**src/hw/rtl/adsr_pkg.sv**
```systemverilog
package adsr_pkg;

  localparam int MS_WIDTH        = 14;
  localparam int LEVEL_WIDTH     = 16;
  localparam int RATE_WIDTH      = 18;
  localparam int CFG_WIDTH       = 18;
  localparam int CFG_INDEX_WIDTH = 3;
  localparam int OPCODE_WIDTH    = 2;
  // ms * rate fits here; also the widest span in samples times 1000
  localparam int SPAN_WIDTH      = MS_WIDTH + RATE_WIDTH;
  localparam int NUM_WIDTH       = SPAN_WIDTH + LEVEL_WIDTH;
  localparam int UNITY_SHIFT     = 15;
  localparam int MS_PER_SEC      = 1000;
  localparam int RELEASE_EARLY   = 2;

  localparam logic [MS_WIDTH-1:0]    ATTACK_MS_RST  = 14'd300;
  localparam logic [MS_WIDTH-1:0]    DECAY_MS_RST   = 14'd100;
  localparam logic [MS_WIDTH-1:0]    RELEASE_MS_RST = 14'd100;
  localparam logic [LEVEL_WIDTH-1:0] SUSTAIN_RST    = 16'd22938;
  localparam logic [RATE_WIDTH-1:0]  RATE_RST       = 18'd48000;

  typedef enum logic [OPCODE_WIDTH-1:0] {
    OP_SAMPLE   = 2'd0,
    OP_KEY_DOWN = 2'd1,
    OP_KEY_UP   = 2'd2,
    OP_NONE     = 2'd3
  } opcode_t;

  typedef enum logic [CFG_INDEX_WIDTH-1:0] {
    REG_ATTACK_MS  = 3'd0,
    REG_DECAY_MS   = 3'd1,
    REG_RELEASE_MS = 3'd2,
    REG_SUSTAIN    = 3'd3,
    REG_RATE_HZ    = 3'd4
  } reg_index_t;

  typedef enum logic [2:0] {
    ENV_STANDBY = 3'd0,
    ENV_ATTACK  = 3'd1,
    ENV_DECAY   = 3'd2,
    ENV_SUSTAIN = 3'd3,
    ENV_RELEASE = 3'd4
  } env_phase_t;

  typedef enum logic [1:0] {
    RES_SCALED = 2'd0,
    RES_PASS   = 2'd1,
    RES_ZERO   = 2'd2
  } res_sel_t;

  typedef struct packed {
    logic     load;
    logic     key_down;
    logic     key_up;
    logic     evaluate;
    logic     advance;
    logic     count_up;
    logic     set_res;
    res_sel_t res_sel;
    logic     form_num;
    logic     mul_step;
    logic     div_step;
    logic     emit;
  } cmd_t;

  typedef struct packed {
    opcode_t    opcode;
    env_phase_t env_phase;
    logic       span_done;
    logic       count_zero;
    logic       out_busy;
  } status_t;

endpackage

```
**src/hw/rtl/adsr_in_if.sv**
```systemverilog
interface adsr_in_if #(
  parameter int SAMPLE_WIDTH = 16
);
  import adsr_pkg::*;

  logic                           valid;
  logic                           ready;
  logic [OPCODE_WIDTH-1:0]        opcode;
  logic signed [SAMPLE_WIDTH-1:0] sample_in;

  modport source (output valid, output opcode, output sample_in, input ready);
  modport sink   (input valid, input opcode, input sample_in, output ready);
endinterface

```
**src/hw/rtl/adsr_out_if.sv**
```systemverilog
interface adsr_out_if #(
  parameter int SAMPLE_WIDTH = 16
);
  logic                           valid;
  logic                           ready;
  logic signed [SAMPLE_WIDTH-1:0] sample_out;

  modport source (output valid, output sample_out, input ready);
  modport sink   (input valid, input sample_out, output ready);
endinterface

```
**src/hw/rtl/adsr_envelope_gain.sv**
```systemverilog
// Channel    Dir  Payload                      Meaning
// audio_in   in   opcode[1:0], sample_in[SW]   sample / key down / key up item
// audio_out  out  sample_out[SW]               one enveloped sample per sample item
// cfg        in   cfg_we, cfg_index, cfg_data  register writes, index 0..4
//
// Sample item in attack, decay, sustain or release: accept, evaluate the phase end,
// form the numerator, then the serial shift-add multiply and the restoring divide,
// one bit per cycle each, then emit. Phase-ending, standby and key items skip both.
// Reset (rst, synchronous): standby, counter zero, registers at their defaults.
// A new item is taken while a finished result still waits in the output register;
// the block only stalls in its final step if that register is still full.
module adsr_envelope_gain
  import adsr_pkg::*;
#(
  parameter int SAMPLE_WIDTH = 16,
  parameter int COUNT_WIDTH  = 32
) (
  input  logic                       clk,
  input  logic                       rst,
  input  logic                       cfg_we,
  input  logic [CFG_INDEX_WIDTH-1:0] cfg_index,
  input  logic [CFG_WIDTH-1:0]       cfg_data,
  adsr_in_if.sink                    audio_in,
  adsr_out_if.source                 audio_out
);

  cmd_t    cmd;
  status_t status;
  logic    in_ready;

  // Controller sequences one item: accept, evaluate phase end, form the
  // gain fraction, multiply by the magnitude, divide, then emit.
  adsr_ctrl #(
    .SAMPLE_WIDTH (SAMPLE_WIDTH)
  ) u_ctrl (
    .clk      (clk),
    .rst      (rst),
    .in_valid (audio_in.valid),
    .in_ready (in_ready),
    .status   (status),
    .cmd      (cmd)
  );

  // Datapath holds config, envelope phase/counter, arithmetic and output register.
  adsr_datapath #(
    .SAMPLE_WIDTH (SAMPLE_WIDTH),
    .COUNT_WIDTH  (COUNT_WIDTH)
  ) u_datapath (
    .clk       (clk),
    .rst       (rst),
    .cfg_we    (cfg_we),
    .cfg_index (cfg_index),
    .cfg_data  (cfg_data),
    .opcode    (audio_in.opcode),
    .sample_in (audio_in.sample_in),
    .audio_out (audio_out),
    .cmd       (cmd),
    .status    (status)
  );

  // no item is taken while reset is held
  assign audio_in.ready = in_ready && !rst;

`ifndef ASSERT_OFF
  // nothing is emitted in the cycle right after an item is taken
  a_no_result_after_accept: assert property (@(posedge clk) disable iff (rst)
    (audio_in.valid && audio_in.ready) |=> !$rose(audio_out.valid))
    else $error("result appeared right after accept");

  // a new result only comes out of a busy block
  a_result_while_busy: assert property (@(posedge clk) disable iff (rst)
    $rose(audio_out.valid) |-> !$past(audio_in.ready))
    else $error("result emitted while idle");

  // standby always has a cleared sample counter
  a_standby_count_zero: assert property (@(posedge clk) disable iff (rst)
    (status.env_phase == ENV_STANDBY) |-> status.count_zero)
    else $error("counter nonzero in standby");
`endif

endmodule

```
**src/hw/rtl/adsr_ctrl.sv**
```systemverilog
module adsr_ctrl
  import adsr_pkg::*;
#(
  parameter int SAMPLE_WIDTH = 16
) (
  input  logic    clk,
  input  logic    rst,
  input  logic    in_valid,
  output logic    in_ready,
  input  status_t status,
  output cmd_t    cmd
);

  localparam int IW = $clog2(SAMPLE_WIDTH);

  typedef enum logic [5:0] {
    ST_IDLE  = 6'b000001,
    ST_EVAL  = 6'b000010,
    ST_NUMER = 6'b000100,
    ST_MUL   = 6'b001000,
    ST_DIV   = 6'b010000,
    ST_DONE  = 6'b100000
  } state_t;

  state_t          state, state_next;
  logic [IW-1:0]   iter, iter_next;

  always_ff @(posedge clk) begin
    if (rst) begin
      state <= ST_IDLE;
      iter  <= '0;
    end else begin
      state <= state_next;
      iter  <= iter_next;
    end
  end

  always_comb begin
    state_next = state;
    iter_next  = iter;
    cmd        = '0;
    cmd.res_sel = RES_SCALED;
    in_ready   = 1'b0;
    unique case (state)
      ST_IDLE: begin
        in_ready = 1'b1;
        if (in_valid) begin
          cmd.load   = 1'b1;
          state_next = ST_EVAL;
        end
      end
      ST_EVAL: begin
        cmd.evaluate = 1'b1;
        unique case (status.opcode)
          OP_KEY_DOWN: begin
            cmd.key_down = 1'b1;
            state_next   = ST_IDLE;
          end
          OP_KEY_UP: begin
            cmd.key_up = 1'b1;
            state_next = ST_IDLE;
          end
          OP_SAMPLE: begin
            cmd.set_res = 1'b1;
            unique case (status.env_phase)
              ENV_SUSTAIN: begin
                cmd.res_sel = RES_SCALED;
                state_next  = ST_NUMER;
              end
              ENV_ATTACK, ENV_DECAY, ENV_RELEASE: begin
                if (status.span_done) begin
                  cmd.advance = 1'b1;
                  cmd.res_sel = (status.env_phase == ENV_RELEASE) ? RES_ZERO : RES_PASS;
                  state_next  = ST_DONE;
                end else begin
                  cmd.count_up = 1'b1;
                  cmd.res_sel  = RES_SCALED;
                  state_next   = ST_NUMER;
                end
              end
              default: begin
                cmd.res_sel = RES_ZERO;
                state_next  = ST_DONE;
              end
            endcase
          end
          default: state_next = ST_IDLE;
        endcase
      end
      ST_NUMER: begin
        cmd.form_num = 1'b1;
        iter_next    = IW'(SAMPLE_WIDTH - 1);
        state_next   = ST_MUL;
      end
      ST_MUL: begin
        cmd.mul_step = 1'b1;
        if (iter == '0) begin
          iter_next  = IW'(SAMPLE_WIDTH - 1);
          state_next = ST_DIV;
        end else begin
          iter_next = iter - 1'b1;
        end
      end
      ST_DIV: begin
        cmd.div_step = 1'b1;
        if (iter == '0) begin
          state_next = ST_DONE;
        end else begin
          iter_next = iter - 1'b1;
        end
      end
      ST_DONE: begin
        if (!status.out_busy) begin
          cmd.emit   = 1'b1;
          state_next = ST_IDLE;
        end
      end
      default: state_next = ST_IDLE;
    endcase
  end

endmodule

```
**src/hw/rtl/adsr_datapath.sv**
```systemverilog
module adsr_datapath
  import adsr_pkg::*;
#(
  parameter int SAMPLE_WIDTH = 16,
  parameter int COUNT_WIDTH  = 32
) (
  input  logic                           clk,
  input  logic                           rst,
  input  logic                           cfg_we,
  input  logic [CFG_INDEX_WIDTH-1:0]     cfg_index,
  input  logic [CFG_WIDTH-1:0]           cfg_data,
  input  logic [OPCODE_WIDTH-1:0]        opcode,
  input  logic signed [SAMPLE_WIDTH-1:0] sample_in,
  adsr_out_if.source                     audio_out,
  input  cmd_t                           cmd,
  output status_t                        status
);

  localparam int SW = SAMPLE_WIDTH;
  localparam int KW = COUNT_WIDTH + 10;     // count * 1000
  localparam int PW = SAMPLE_WIDTH + NUM_WIDTH;

  // configuration
  logic [MS_WIDTH-1:0]    attack_ms, decay_ms, release_ms;
  logic [LEVEL_WIDTH-1:0] sustain_level;
  logic [RATE_WIDTH-1:0]  sample_rate_hz;

  // envelope state
  env_phase_t             env_phase;
  logic [COUNT_WIDTH-1:0] count;

  // per-item registers
  opcode_t                op_r;
  logic [SW-1:0]          raw_r;
  logic                   neg_r;
  logic [SW-1:0]          mag_sh;
  logic [SPAN_WIDTH-1:0]  nprod_r;
  logic [KW-1:0]          k_r;
  logic [SPAN_WIDTH-1:0]  n_r;
  logic [SPAN_WIDTH-1:0]  d_r;
  logic [NUM_WIDTH-1:0]   sk_r;
  logic [NUM_WIDTH-1:0]   num_r;
  logic [PW-1:0]          ds_r;
  logic [PW-1:0]          rem_r;
  logic [SW-1:0]          q_r;
  res_sel_t               res_sel_r;

  logic                   out_valid;
  logic [SW-1:0]          out_data;

  logic [MS_WIDTH-1:0]    ms_sel;
  logic [SW-1:0]          mag;
  logic [SPAN_WIDTH-1:0]  n_cur;
  logic                   span_done;
  logic [NUM_WIDTH-1:0]   num_cur;
  logic [NUM_WIDTH-1:0]   den_cur;
  logic [SW-1:0]          sat;
  logic [SW-1:0]          result;

  // configuration writes
  always_ff @(posedge clk) begin
    if (rst) begin
      attack_ms      <= ATTACK_MS_RST;
      decay_ms       <= DECAY_MS_RST;
      release_ms     <= RELEASE_MS_RST;
      sustain_level  <= SUSTAIN_RST;
      sample_rate_hz <= RATE_RST;
    end else if (cfg_we) begin
      unique case (cfg_index)
        REG_ATTACK_MS:  attack_ms      <= cfg_data[MS_WIDTH-1:0];
        REG_DECAY_MS:   decay_ms       <= cfg_data[MS_WIDTH-1:0];
        REG_RELEASE_MS: release_ms     <= cfg_data[MS_WIDTH-1:0];
        REG_SUSTAIN:    sustain_level  <= cfg_data[LEVEL_WIDTH-1:0];
        REG_RATE_HZ:    sample_rate_hz <= cfg_data[RATE_WIDTH-1:0];
        default: ;
      endcase
    end
  end

  always_comb begin
    unique case (env_phase)
      ENV_ATTACK: ms_sel = attack_ms;
      ENV_DECAY:  ms_sel = decay_ms;
      default:    ms_sel = release_ms;
    endcase
  end

  assign mag = sample_in[SW-1] ? (~sample_in + 1'b1) : sample_in;

  // zero span counts as one sample
  assign n_cur = (nprod_r == '0) ? SPAN_WIDTH'(MS_PER_SEC) : nprod_r;

  always_comb begin
    if (env_phase == ENV_RELEASE) begin
      span_done = ((KW+1)'(k_r) + (KW+1)'(RELEASE_EARLY * MS_PER_SEC)) >= (KW+1)'(n_cur);
    end else begin
      span_done = (KW+1)'(k_r) >= (KW+1)'(n_cur);
    end
  end

  // envelope phase and sample counter
  always_ff @(posedge clk) begin
    if (rst) begin
      env_phase <= ENV_STANDBY;
      count     <= '0;
    end else begin
      priority if (cmd.key_down) begin
        env_phase <= ENV_ATTACK;
        count     <= '0;
      end else if (cmd.key_up) begin
        env_phase <= ENV_RELEASE;
        count     <= '0;
      end else if (cmd.advance) begin
        unique case (env_phase)
          ENV_ATTACK: env_phase <= ENV_DECAY;
          ENV_DECAY:  env_phase <= ENV_SUSTAIN;
          default:    env_phase <= ENV_STANDBY;
        endcase
        count <= '0;
      end else if (cmd.count_up) begin
        if (count != '1) begin
          count <= count + 1'b1;
        end
      end else begin
        count <= count;
      end
    end
  end

  // numerator and denominator of the gain
  always_comb begin
    unique case (env_phase)
      ENV_ATTACK: begin
        num_cur = NUM_WIDTH'(k_r[SPAN_WIDTH-1:0]);
        den_cur = NUM_WIDTH'(n_r);
      end
      ENV_DECAY: begin
        num_cur = (NUM_WIDTH'(d_r) << UNITY_SHIFT) + sk_r;
        den_cur = NUM_WIDTH'(n_r) << UNITY_SHIFT;
      end
      ENV_SUSTAIN: begin
        num_cur = NUM_WIDTH'(sustain_level);
        den_cur = NUM_WIDTH'(1) << UNITY_SHIFT;
      end
      ENV_RELEASE: begin
        num_cur = NUM_WIDTH'(sustain_level) * NUM_WIDTH'(d_r);
        den_cur = NUM_WIDTH'(n_r) << UNITY_SHIFT;
      end
      default: begin
        num_cur = '0;
        den_cur = '0;
      end
    endcase
  end

  // item datapath: load, span, numerator, shift-add multiply, restoring divide
  always_ff @(posedge clk) begin
    if (cmd.load) begin
      op_r    <= opcode_t'(opcode);
      raw_r   <= sample_in;
      neg_r   <= sample_in[SW-1];
      mag_sh  <= mag;
      nprod_r <= SPAN_WIDTH'(ms_sel) * SPAN_WIDTH'(sample_rate_hz);
      k_r     <= KW'(count) * KW'(MS_PER_SEC);
    end
    if (cmd.evaluate) begin
      n_r  <= n_cur;
      d_r  <= n_cur - k_r[SPAN_WIDTH-1:0];
      sk_r <= NUM_WIDTH'(sustain_level) * NUM_WIDTH'(k_r[SPAN_WIDTH-1:0]);
    end
    if (cmd.set_res) begin
      res_sel_r <= cmd.res_sel;
    end
    if (cmd.form_num) begin
      num_r <= num_cur;
      ds_r  <= PW'(den_cur) << (SW - 1);
      rem_r <= '0;
      q_r   <= '0;
    end
    if (cmd.mul_step) begin
      rem_r  <= (rem_r << 1) + (mag_sh[SW-1] ? PW'(num_r) : PW'(0));
      mag_sh <= mag_sh << 1;
    end
    if (cmd.div_step) begin
      if (rem_r >= ds_r) begin
        rem_r <= rem_r - ds_r;
        q_r   <= {q_r[SW-2:0], 1'b1};
      end else begin
        q_r <= {q_r[SW-2:0], 1'b0};
      end
      ds_r <= ds_r >> 1;
    end
  end

  // saturate magnitude back to a signed sample
  always_comb begin
    if (!neg_r) begin
      sat = q_r[SW-1] ? {1'b0, {(SW-1){1'b1}}} : q_r;
    end else begin
      sat = q_r[SW-1] ? {1'b1, {(SW-1){1'b0}}} : (~q_r + 1'b1);
    end
  end

  always_comb begin
    unique case (res_sel_r)
      RES_SCALED: result = sat;
      RES_PASS:   result = raw_r;
      default:    result = '0;
    endcase
  end

  // output register
  always_ff @(posedge clk) begin
    if (rst) begin
      out_valid <= 1'b0;
    end else if (cmd.emit) begin
      out_valid <= 1'b1;
    end else if (audio_out.ready) begin
      out_valid <= 1'b0;
    end
  end

  always_ff @(posedge clk) begin
    if (cmd.emit) begin
      out_data <= result;
    end
  end

  assign audio_out.valid      = out_valid;
  assign audio_out.sample_out = out_data;

  assign status.opcode     = op_r;
  assign status.env_phase  = env_phase;
  assign status.span_done  = span_done;
  assign status.count_zero = (count == '0);
  assign status.out_busy   = out_valid && !audio_out.ready;

endmodule

```
**src/flat_wrapper.sv**
```systemverilog
// flat-port wrapper written by rule: the top's interface ports become plain ports
module adsr_envelope_gain_flat import adsr_pkg::*;
#(
  parameter int SAMPLE_WIDTH = 16,
  parameter int COUNT_WIDTH  = 32
)
  (clk, rst, cfg_we, cfg_index, cfg_data, audio_in_valid, audio_in_opcode, audio_in_sample_in, audio_in_ready, audio_out_valid, audio_out_sample_out, audio_out_ready);
  adsr_in_if #(.SAMPLE_WIDTH(SAMPLE_WIDTH)) audio_in_i ();
  adsr_out_if #(.SAMPLE_WIDTH(SAMPLE_WIDTH)) audio_out_i ();
  input  logic clk;
  input  logic rst;
  input  logic cfg_we;
  input  logic [CFG_INDEX_WIDTH-1:0] cfg_index;
  input  logic [CFG_WIDTH-1:0] cfg_data;
  input wire logic [$bits(audio_in_i.valid)-1:0] audio_in_valid;
  input wire logic [$bits(audio_in_i.opcode)-1:0] audio_in_opcode;
  input wire logic [$bits(audio_in_i.sample_in)-1:0] audio_in_sample_in;
  output wire logic [$bits(audio_in_i.ready)-1:0] audio_in_ready;
  output wire logic [$bits(audio_out_i.valid)-1:0] audio_out_valid;
  output wire logic [$bits(audio_out_i.sample_out)-1:0] audio_out_sample_out;
  input wire logic [$bits(audio_out_i.ready)-1:0] audio_out_ready;
  assign audio_in_i.valid = audio_in_valid;
  assign audio_in_i.opcode = audio_in_opcode;
  assign audio_in_i.sample_in = audio_in_sample_in;
  assign audio_in_ready = audio_in_i.ready;
  assign audio_out_valid = audio_out_i.valid;
  assign audio_out_sample_out = audio_out_i.sample_out;
  assign audio_out_i.ready = audio_out_ready;
  adsr_envelope_gain #(.SAMPLE_WIDTH(SAMPLE_WIDTH), .COUNT_WIDTH(COUNT_WIDTH)) u_core (.clk(clk), .rst(rst), .cfg_we(cfg_we), .cfg_index(cfg_index), .cfg_data(cfg_data), .audio_in(audio_in_i), .audio_out(audio_out_i));
endmodule
```
**config.mk**
```make
export PLATFORM = sky130hd
export DESIGN_NAME = adsr_envelope_gain_flat
export DESIGN_NICKNAME = d
export VERILOG_FILES = /design/src/hw/rtl/adsr_pkg.sv /design/src/hw/rtl/adsr_in_if.sv /design/src/hw/rtl/adsr_out_if.sv /design/src/hw/rtl/adsr_envelope_gain.sv /design/src/hw/rtl/adsr_ctrl.sv /design/src/hw/rtl/adsr_datapath.sv /design/src/flat_wrapper.sv
export SDC_FILE = /design/constraint.sdc
export NUM_CORES = 2
export LEC_CHECK = 0
export BUFFER_PORTS_ARGS = -buffer_cell sky130_fd_sc_hd__buf_2
export CAP_MARGIN = 20
export CELL_PAD_IN_SITES_DETAIL_PLACEMENT = 0
export CELL_PAD_IN_SITES_GLOBAL_PLACEMENT = 2
export CORE_UTILIZATION = 45
export CTS_CLUSTER_DIAMETER = 120
export DETAILED_ROUTE_END_ITERATION = 16
export GPL_TIMING_DRIVEN = 0
export PLACE_DENSITY_LB_ADDON = 0.12
export SLEW_MARGIN = 20
export SYNTH_ARGS = -nofsm -noshare
export SYNTH_HDL_FRONTEND = slang
export SYNTH_HIERARCHICAL = 1
export SYNTH_SLANG_ARGS = --single-unit
```
**constraint.sdc**
```tcl
create_clock -name clk -period 13.7 [get_ports clk]
set_input_delay 1.37 -clock clk [delete_from_list [all_inputs] [get_ports clk]]
set_output_delay 1.37 -clock clk [all_outputs]
set_load 0.01 [all_outputs]
```
# --- Word-level counts from Yosys, hierarchy flattened ---
# Cells that the tools add are included.
op_classes:
  add_sub_neg: 9
  mul: 4
  n_div: 0
  order_cmp: 3
  eq_ne: 23
  n_shift: 0
  muxes: 57
  bitwise: 2
  n_reduce_logical: 29
op_table:
  columns: ["op", "n"]
  rows:
  - ["2-to-1 mux 64 bit", 4]
  - ["one-hot mux 48 bit (4 select lines)", 1]
  - ["one-hot mux 47 bit (3 select lines)", 1]
  - ["2-to-1 mux 16 bit", 7]
  - ["adder 64 x 48 -> 64 bit", 1]
  - [">= comparator 64 x 63 -> 1 bit", 1]
  - ["subtractor 64 x 63 -> 64 bit", 1]
  - ["2-to-1 mux 63 bit", 1]
  - ["2-to-1 mux 62 bit", 1]
  - ["adder 47 x 48 -> 48 bit", 1]
  - ["multiplier 16 x 32 -> 48 bit", 1]
  - ["2-to-1 mux 48 bit", 1]
  - ["multiplier 16 x 29 -> 45 bit", 1]
  - ["adder 42 x 11 -> 43 bit, second input constant", 1]
  - [">= comparator 43 x 32 -> 1 bit", 1]
  - [">= comparator 42 x 32 -> 1 bit", 1]
  - ["multiplier 32 x 7 -> 39 bit, second input constant", 1]
  - ["2-to-1 mux 6 bit", 6]
  - ["one-hot mux 6 bit (6 select lines)", 1]
  - ["adder 16 x 1 -> 16 bit, second input constant", 2]
  - ["adder 32 x 1 -> 32 bit, second input constant", 1]
  - ["zero test 32 bit", 1]
  - ["multiplier 14 x 18 -> 32 bit", 1]
  - ["2-to-1 mux 32 bit", 1]
  - ["other kinds (40)", 88]
word_totals:
  register_bits: 546
  latchBits: 0
  mem_bits_rw: 0
  romBits: 0
  input_bits: 44
  out_inout_bits: 18
  elab_cells: 156
  mem_count: 0

# --- Longest topological paths before layout ---
depth:
  word_depth: 11
  ltp_mapped: 31
  depth_no_buf: 30

# --- Hierarchy ---
# Netlist, hierarchy kept.
by_module_without_submodules:
  columns: ["mod", "instances", "cells_each", "area_per_inst_um2", "seq_area_each_um2"]
  rows:
  - ["adsr_datapath", 1, 8391, 75697.6, 14173.6]
  - ["adsr_ctrl", 1, 104, 820.8, 200.2]
  - ["adsr_envelope_gain", 1, 1, 13.8, 0.0]

# --- Least setup slack after synthesis ---
# Ideal clock, no wire load.
synth_timing:
  path_kind: "register to register"
  from: "register u_core.u_datapath.env_phase[1]"
  to: "register u_core.u_datapath.nprod_r[31] (data pin)"
  setup_ns: 0.260
  arrival_ns: 7.365
  required_time_ns: 13.440
  setup_slack_ns: 6.075
  stages_incl_launch_ff: 29
  path_buffers: 2
  synth_period_minus_slack_ns: 7.625
  cell_sequence: "dfxtp_1 -> nor2b_1 -> nor2b_1 -> clkbuf_1 -> a22oi_1 -> nand2_1 -> clkbuf_1 -> nand2_1 -> fa_1 -> fa_1 -> inv_1 -> fa_1 -> fa_1 -> fa_1 -> inv_1 -> fa_1 -> inv_1 -> ha_1 -> inv_1 -> o21bai_1 -> a21o_1 -> a31oi_1 -> a311oi_1 -> a21oi_1 -> o21ai_1 -> a2111o_1 -> a31o_1 -> a31oi_1 -> xnor2_1"
synth_between:
  elab_chain_len: 3
  elab_cells_between_ends: 4
  classes_between: "mul: 1; eq/ne: 2; mux: 1"
synth_lines:
  columns: ["element", "line", "rtl"]
  rows:
  - ["start, declared", "adsr_datapath.sv:29", "env_phase_t env_phase;"]
  - ["start signal, assigned", "adsr_datapath.sv:104", "env_phase <= ENV_STANDBY;"]
  - ["start signal, assigned", "adsr_datapath.sv:108", "env_phase <= ENV_ATTACK;"]
  - ["start signal, assigned", "adsr_datapath.sv:111", "env_phase <= ENV_RELEASE;"]
  - ["equality test 3 x 2 -> 1 bit / equality test 3 x 1 -> 1 bit (equally long branches)", "adsr_datapath.sv:81", "unique case (env_phase)"]
  - ["one-hot mux 14 bit (2 select lines) (*)", "adsr_datapath.sv:81", null]
  - ["multiplier 14 x 18 -> 32 bit (*)", "adsr_datapath.sv:163", "nprod_r <= SPAN_WIDTH'(ms_sel) * SPAN_WIDTH'(sample_rate_hz);"]
  - ["end signal, assigned", "adsr_datapath.sv:163", null]
  - ["end, declared", "adsr_datapath.sv:37", "logic [SPAN_WIDTH-1:0] nprod_r;"]
# Mark *: on every way between the ends. The rest lies on a longest branch, timed or not.
# A chain may end at the register's enable or synchronous reset.

# --- Worst setup path in the final report ---
layout_timing:
  from: "register u_core.u_datapath.env_phase[1]"
  to: "register u_core.u_datapath.nprod_r[30] (data pin)"
# The elaborated chain is that of the path after synthesis.

==> out/results.ini <==
[status]
outcome = complete, no violations

[drt]
drt-total-wl_um = 265000
drc_errors = 0
drt-initial-drc-count = 4854
antenna_left = 0
vias = 60620
drt-wirelength-per-cell_um = 24.3
routed_via_density = 5.57
drt-pass1-iter-count = 6

[worst_setup_path]
cp_common_cell = fa_1
critical_path.max_stage_delay_ns = 0.76
slowest_stage = nor2b_1
reg2reg_to = u_core/u_datapath/nprod_r[30]
required_ns = 14.05
criticalPathCategory = reg -> reg
end_kind = register
crit_path_max_fanout = 11
critical_path_arrival_ns = 10.77
r2r_slack_ns = 3.28
cp-start-kind = register
rr_worst_depth = 28
timing.rr.start = u_core/u_datapath/env_phase[1]

[grt]
grt_overflow_total = 0
grt_usage = 0.309
antenna_found_initial = 20
grt_max_degree = 63
grt_pass1_vias = 61659
grt_pass1_wl_um = 397000

[place]
dpl_cell_area_um2 = 79900
gp_congestion = 0.990
portBuffers = 61
dp_hpwl_um = 219000

[die]
die_h_um = 414
io_pins = 62
rows = 150
dieArea_um2 = 172000
coreArea_um2 = 168000
die_w_um = 414
start_util = 0.455

[min_path]
hold_depth = 2
min_from = u_core/u_datapath/decay_ms[10]
worstHoldEndpoint = u_core/u_datapath/decay_ms[10]
hp-class = reg -> reg

[clock_network]
cts_tree = yes
cts_resized = 0
cts_max_level = 2
numCtsBuffers = 59
clock_latency_ns = 0.69
cts_sinks = 541
path_clk_slew_ns = 0.06
post-cts-setup-buffers = 0
cts_hold_buf = 0
cts_root_buf = clkbuf_16
cts.path.max_buffers = 3

[synthesis]
yosys_warnings = 6
syn_area_um2 = 76500
avgSynthCellArea_um2 = 9.01
syn_inst = 8491
syn-num-nets = 10304

[finish]
fin_area_um2 = 81900
drive_above_1_share = 0.0319
nets = 10439
syn_to_final_growth_pct = 7.06

[timing]
setup_viol = 0
hold_viol_final = 0
setup_tns_ns = 0
layout_min_cycle_time_ns = 10.42
fin_skew_ns = 0.0535
slew_headroom = 0.136
fmax_mhz = 96.0
post-route-period-util = 0.761
tightest_slew_ns = 1.30
rsz0062_at_grt = false
slew_viol_final = 0

[power_and_ir_drop]
p_per_area_nw_per_um2 = 192
fin_total_pwr_mw = 15.7
vdd_ir_drop_max_mv = 0.313
power.leakage_nw = 38.3

[job]
cap_violations = 0

## layer usage
layer,GRT usage,share of wire,vias to the layer above
met1,0.429,0.44,30544
met2,0.488,0.45,2011
met3,0.0536,0.071,372
met5,0,0.000094,-
li1,-,-,27689
met4,0.103,0.037,4
## state kept, by name (all words and copies together) (netlist names), 3 cells and up
register	cells
u_core/u_ctrl/iter	4
u_core/u_ctrl/state	6
u_core/u_datapath/attack_ms	14
u_core/u_datapath/audio_out.sample_out	16
u_core/u_datapath/count	32
u_core/u_datapath/d_r	29
u_core/u_datapath/decay_ms	14
u_core/u_datapath/ds_r	62
u_core/u_datapath/env_phase	3
u_core/u_datapath/k_r	39
u_core/u_datapath/mag_sh	16
u_core/u_datapath/n_r	32
u_core/u_datapath/nprod_r	32
u_core/u_datapath/num_r	48
u_core/u_datapath/q_r	16
u_core/u_datapath/raw_r	16
u_core/u_datapath/release_ms	14
u_core/u_datapath/rem_r	64
u_core/u_datapath/sample_rate_hz	18
u_core/u_datapath/sk_r	45
u_core/u_datapath/sustain_level	16
## cells in the final DEF (no fill, tap or decap), types with 65 or more instances in the layout
master	n
nor2_1	303
a21oi_1	443
edfxtp_1	354
o21ai_0	216
fa_1	1105
inv_1	1306
nand3_1	106
a221oi_1	65
nand2_1	1236
xnor2_1	251
nand4_1	76
clkbuf_1	406
a21o_1	194
and2_1	565
xor2_1	135
ha_1	664
dfxtp_1	187
buf_2	68
## critical path: cells and delay by family (launching register included)
family,cells,cell delay (ns)
compound gates,11,2.61
fa+ha+maj,7,3.49
buf+inv,6,1.31
flops,1,0.71
simple gates,4,1.94
## power by group
group,internal [mW],leakage [nW],switching (mW),total (mW)
Clock,0.950,0.973,0.741,1.69
Combinational,4.36,32.5,7.41,11.8
Sequential,2.11,4.88,0.124,2.24
## cell type report
cell class / count / area (um2)
buffer: 454 / 1760
fill: 16401 / 86100
clock buffer: 67 / 1550
timing repair buffer: 74 / 549
multi-input combinational: 6186 / 55500
sequential: 541 / 14400
tap: 2204 / 2760
antenna: 10 / 25.0
clock inverter: 42 / 468
inverter: 1310 / 4920
## worst max-delay path by stage
stage | from | end | slack, ns | cells past startpoint
finish | u_core/u_datapath/env_phase[1] | u_core/u_datapath/nprod_r[30] | 3.28 | 28
global route | u_core/u_datapath/env_phase[1] | u_core/u_datapath/nprod_r[30] | 2.79 | 28
global placement | u_core/u_datapath/env_phase[1] | u_core/u_datapath/nprod_r[30] | 3.36 | 28
floorplan | u_core/u_datapath/env_phase[1] | u_core/u_datapath/nprod_r[31] | 6.07 | 28
CTS | u_core/u_datapath/env_phase[1] | u_core/u_datapath/nprod_r[30] | 3.24 | 28
detailed placement | u_core/u_datapath/env_phase[1] | u_core/u_datapath/nprod_r[30] | 3.32 | 28
## stage by stage
stage / hold WS [ns] / utilization / worst slack, ns / instances
after floorplan: 0.436 / - / 6.07 / 8491
after global placement: 0.441 / 0.474 / 3.36 / 10756
after detailed placement: 0.448 / 0.475 / 3.32 / 10769
after CTS: 0.456 / 0.487 / 3.24 / 10878
after global routing: 0.479 / 0.487 / 2.79 / 10879
final: 0.456 / 0.488 / 3.28 / 10888
No activity file was read; power rests on OpenSTA's default activity.
